`config.mk`:
```
export PLATFORM = sky130hd
export DESIGN_NAME = pease_div
export DESIGN_NICKNAME = d
export VERILOG_FILES = /design/src/hdl/pease_pkg.sv /design/src/hdl/pease_div.sv
export SDC_FILE = /design/constraint.sdc
export NUM_CORES = 2
export LEC_CHECK = 0
export ABC_AREA = 1
export ABC_CLOCK_PERIOD_IN_PS = 42900
export BUFFER_PORTS_ARGS = -buffer_cell sky130_fd_sc_hd__buf_2
export CELL_PAD_IN_SITES_DETAIL_PLACEMENT = 0
export CELL_PAD_IN_SITES_GLOBAL_PLACEMENT = 2
export CORE_MARGIN = 2
export CORE_UTILIZATION = 25
export DETAILED_ROUTE_END_ITERATION = 16
export MAX_ROUTING_LAYER = met4
export PLACE_DENSITY = 0.64
export SLEW_MARGIN = 30
export SYNTH_ARGS = -nofsm -noshare
export SYNTH_HDL_FRONTEND = slang
export SYNTH_SLANG_ARGS = --single-unit
export TNS_END_PERCENT = 20
```
`constraint.sdc`:
```
create_clock -name clk_i -period 42.9 [get_ports clk_i]
set_input_delay 4.29 -clock clk_i [delete_from_list [all_inputs] [get_ports clk_i]]
set_output_delay 4.29 -clock clk_i [all_outputs]
set_load 0.01 [all_outputs]
```
`src/hdl/pease_pkg.sv`:
```
`default_nettype none
// ----------------------------------------------------------------------------
// Parabolic ease-in/ease-out package
// Shared types and register indexes of the easing pipeline.
// ----------------------------------------------------------------------------
package pease_pkg;

  typedef enum logic [1:0] {
    SEG_ACCEL,
    SEG_CRUISE,
    SEG_DECEL
  } pease_seg_e;

  localparam logic REG_EASE_IN  = 1'b0;
  localparam logic REG_EASE_OUT = 1'b1;

endpackage
`default_nettype wire

```
`src/hdl/pease_div.sv`:
```
`default_nettype none
// ----------------------------------------------------------------------------
// Pipelined restoring divider
// One quotient bit per stage, with a valid bit and bubble collapsing per stage.
// ----------------------------------------------------------------------------
module pease_div
  import pease_pkg::*;
#(
  parameter int NumW = 52,
  parameter int DenW = 35,
  parameter int QuoW = 17
) (
  input  wire logic            clk_i,
  input  wire logic            rst_ni,
  input  wire logic            in_valid_i,
  output logic                 in_ready_o,
  input  wire logic [NumW-1:0] num_i,
  input  wire logic [DenW-1:0] den_i,
  input  wire logic            tag_i,
  output logic                 out_valid_o,
  input  wire logic            out_ready_i,
  output logic [QuoW-1:0]      quo_o,
  output logic                 tag_o
);

  logic [NumW-1:0] rem_q [QuoW];
  logic [DenW-1:0] den_q [QuoW];
  logic [QuoW-1:0] quo_q [QuoW];
  logic            tag_q [QuoW];
  logic [QuoW-1:0] vld_q;
  logic [QuoW-1:0] adv;

  for (genvar i = 0; i < QuoW; i++) begin : g_stage
    localparam int K = QuoW - 1 - i;
    logic [NumW-1:0] rem_in;
    logic [DenW-1:0] den_in;
    logic [QuoW-1:0] quo_in;
    logic            tag_in;
    logic            vld_in;
    logic [NumW:0]   trial;
    logic            fits;

    if (i == 0) begin : g_first
      assign rem_in = num_i;
      assign den_in = den_i;
      assign quo_in = '0;
      assign tag_in = tag_i;
      assign vld_in = in_valid_i;
    end else begin : g_next
      assign rem_in = rem_q[i-1];
      assign den_in = den_q[i-1];
      assign quo_in = quo_q[i-1];
      assign tag_in = tag_q[i-1];
      assign vld_in = vld_q[i-1];
    end

    if (i == QuoW - 1) begin : g_last
      assign adv[i] = !vld_q[i] || out_ready_i;
    end else begin : g_mid
      assign adv[i] = !vld_q[i] || adv[i+1];
    end

    assign trial = (NumW+1)'(den_in) << K;
    assign fits  = {1'b0, rem_in} >= trial;

    always_ff @(posedge clk_i or negedge rst_ni) begin
      if (!rst_ni) begin
        vld_q[i] <= 1'b0;
      end else if (adv[i]) begin
        vld_q[i] <= vld_in;
      end
    end

    always_ff @(posedge clk_i) begin
      if (adv[i]) begin
        rem_q[i] <= fits ? NumW'({1'b0, rem_in} - trial) : rem_in;
        den_q[i] <= den_in;
        quo_q[i] <= fits ? (quo_in | (QuoW'(1) << K)) : quo_in;
        tag_q[i] <= tag_in;
      end
    end
  end

  assign in_ready_o  = adv[0];
  assign out_valid_o = vld_q[QuoW-1];
  assign quo_o       = quo_q[QuoW-1];
  assign tag_o       = tag_q[QuoW-1];

endmodule
`default_nettype wire
```
==> flow_summary.json <==
{
  "status": "complete, no violations",
  "postCtsSetupBuffers": 0,
  "clk_latency_ps": 940,
  "die_x_um": 642.7,
  "final_util": 0.2836,
  "grt_max_degree": 80,
  "dr_wl_met2_mm": 188.2,
  "drv_slew": 0,
  "synth_edf_count": 1562,
  "place_hpwl_mm": 350.5,
  "worstMarginPinSlew_ps": 993.5,
  "finalWirelength_mm": 417.0,
  "num_io_pins": 112,
  "grt_pass1_vias": 83800,
  "final_cell_mix": "3007 x nand2_1, 1742 x inv_1, 1562 x edfxtp_1",
  "regArea_um2": 47330,
  "crit_required_ps": 38610,
  "crit_fanout": 42,
  "root_buffer": "clkbuf_16",
  "crit_arrival_ps": 8520,
  "grt_setup_unrepaired": "false",
  "met3_length_mm": 16.70,
  "area_delta_synth_final_pct": 12.92,
  "start_util": 0.2512,
  "syn_area_um2": 102000,
  "num_vias": 84840,
  "wl_per_cell_um": 22.92,
  "final_common_cell": "nand2_1",
  "drtIter0Drc": 7093,
  "fmax_mhz": 78.05,
  "critPathKind": "input port to output pin",
  "maxCapViolations": 0,
  "end_kind": "output pin",
  "die_area_um2": 413100,
  "io_buffers": 111,
  "cellLeakagePower_nw": 46.63,
  "place_area_um2": 109000,
  "antenna_left": 0,
  "power_density_nw_per_um2": 91.11,
  "ctsHoldBuffers": 0,
  "num_rows": 234,
  "overflow": 0,
  "h-tree-depth": 4,
  "nFillCells": 44300,
  "multiInputGateArea_um2": 47240,
  "gp_congestion": 0.8987,
  "dp.cells": 17830,
  "period_share": 0.2986,
  "final_area_um2": 115200,
  "ys_seq_area_frac": 0.4640,
  "grt_antenna_before_repair": 16,
  "cts_buffers": 191,
  "core_area_um2": 406100,
  "met1_length_mm": 204.0,
  "final_cells": 18190,
  "hold_violations": 0,
  "async_flop_share": 0.01077,
  "grt_usage": 0.2024,
  "setup-tns-final_ps": 0,
  "final_nets": 13300,
  "yosysUniqueCellTypes": 60,
  "final.setup_skew_ps": 54.76,
  "clk_pin_slew_worst_paths_ps": 60,
  "dr.pass1.iters": 6,
  "drive_above_1_share": 0.05607,
  "period_needed_ps": 12810,
  "top_layer": "met4",
  "cts_tree": "built",
  "min_path_type": "flip-flop to flip-flop",
  "ys.flop_type": "edfxtp_1",
  "drc": 0,
  "ir_drop_v": 0.00003807,
  "grt_pass1_wl_mm": 597.2,
  "synth_area_per_cell_um2": 8.249,
  "vias_per_cell": 4.664,
  "die_h_um": 642.7,
  "synth_seq_cells": 1579,
  "synth_nets": 13070,
  "critPathLaunchType": "input port",
  "yosys_warnings": 0,
  "synth_cells": 12360,
  "clock_path_buffers": 4,
  "cts_resized": 0,
  "setup_viol": 0,
  "clock-sinks": 1579,
  "slew_headroom": 0.3307
}
## logic make-up (layout without fill, tap and decap cells)
kind of cell               after synthesis  count (layout)  share of synthesized area
adders and majority gates              611             611                    0.07613
other                                    0              11                          0
DFF                                   1579            1579                     0.4640
AOI/OAI and AO/OA                     2214            2214                     0.1190
xor gates and xnor gates               451             451                    0.03873
buffers and inverters                 1891            2279                    0.07375
and+or+nand+nor                       5618            5618                     0.2283
## cell usage after synthesis (all sizes together), types with 37 or more instances
cell type  count  area share
nand2       3034        0.11
inv         1767       0.065
edfxtp      1562        0.46
nor2        1460       0.054
a21oi        983       0.050
o21ai        965       0.049
ha           595       0.073
nand3        590       0.029
xnor2        265       0.023
xor2         186       0.016
nand4        173       0.011
nor3         147      0.0074
buf          116      0.0084
nor4          73      0.0047
o21bai        64      0.0049
a21o          61      0.0045
or2           60      0.0037
nand3b        58      0.0043
a31oi         43      0.0026
o21a          37      0.0027
## routing by layer
layer,up-vias,GRT usage
li1,41980,-
met1,40650,0.2861
met2,1866,0.3174
met3,340,0.01730
met4,0,0.03749
met5,-,-
## report_power, final
group / leakage, nW / internal (mW) / switching, mW
clock: 2.99 / 0.931 / 0.696
combinational: 27.6 / 1.74 / 3.88
sequential: 16.0 / 2.63 / 0.624
total: 46.6 / 5.30 / 5.20
## sequential cells by signal, summed over array words and instances, names as in the netlist
name and cells:
out_valid_o 1, rem_q 832, tag_q 17, den_q 560
quo_q 153, g_stage.vld_in 16
## path summary, 6_finish.rpt
kind / slack, ps / cells after the start / endpoint / startpoint
worst max register to register: 37810 / 14 / quo_q[0][16] / out_valid_o
min in group asynchronous: 3470 / 1 / g_stage[1].vld_in / rst_ni
worst min-delay path: 410 / 0 / quo_q[10][16] / quo_q[9][16]
worst max-delay path: 30090 / 16 / in_ready_o / out_ready_i
worst min register to register: 410 / 0 / quo_q[10][16] / quo_q[9][16]
max in group asynchronous: 38840 / 1 / g_stage[12].vld_in / rst_ni
## worst max-delay path, cell delays in order
cell,delay [ps]
buf_2,100
inv_1,140
nand3_4,70
buf_4,290
nor2_2,250
nand4_1,100
buf_4,300
nor2_2,360
nand4_4,110
buf_4,290
nor2_1,390
nand4_1,150
buf_4,290
nor2_2,330
nand3_4,570
buf_2,370
## per-stage QoR
| stage | power (mW) | hold slack, ps | setup WS [ps] |
|---|---|---|---|
| final | 10.49 | 414.8 | 30090 |
| after global routing | 11.28 | 413.6 | 29700 |
| after CTS | 10.57 | 406.0 | 29910 |
| after detailed placement | 8.873 | 404.5 | 29930 |
| after global placement | 8.937 | 401.1 | 29950 |
| after floorplan | 6.567 | 400.3 | 20300 |
## layout make-up
cell class,count,share of cell area
diodes,11,0.0002390
clock buffers,221,0.04248
clock inverters,125,0.01100
inverters,1767,0.05776
multi-input cells,8894,0.4102
flip-flops and latches,1579,0.4109
well taps,5428,0.05897
repair buffers,166,0.008473
Note: power is estimated with default switching activity, not from simulation.
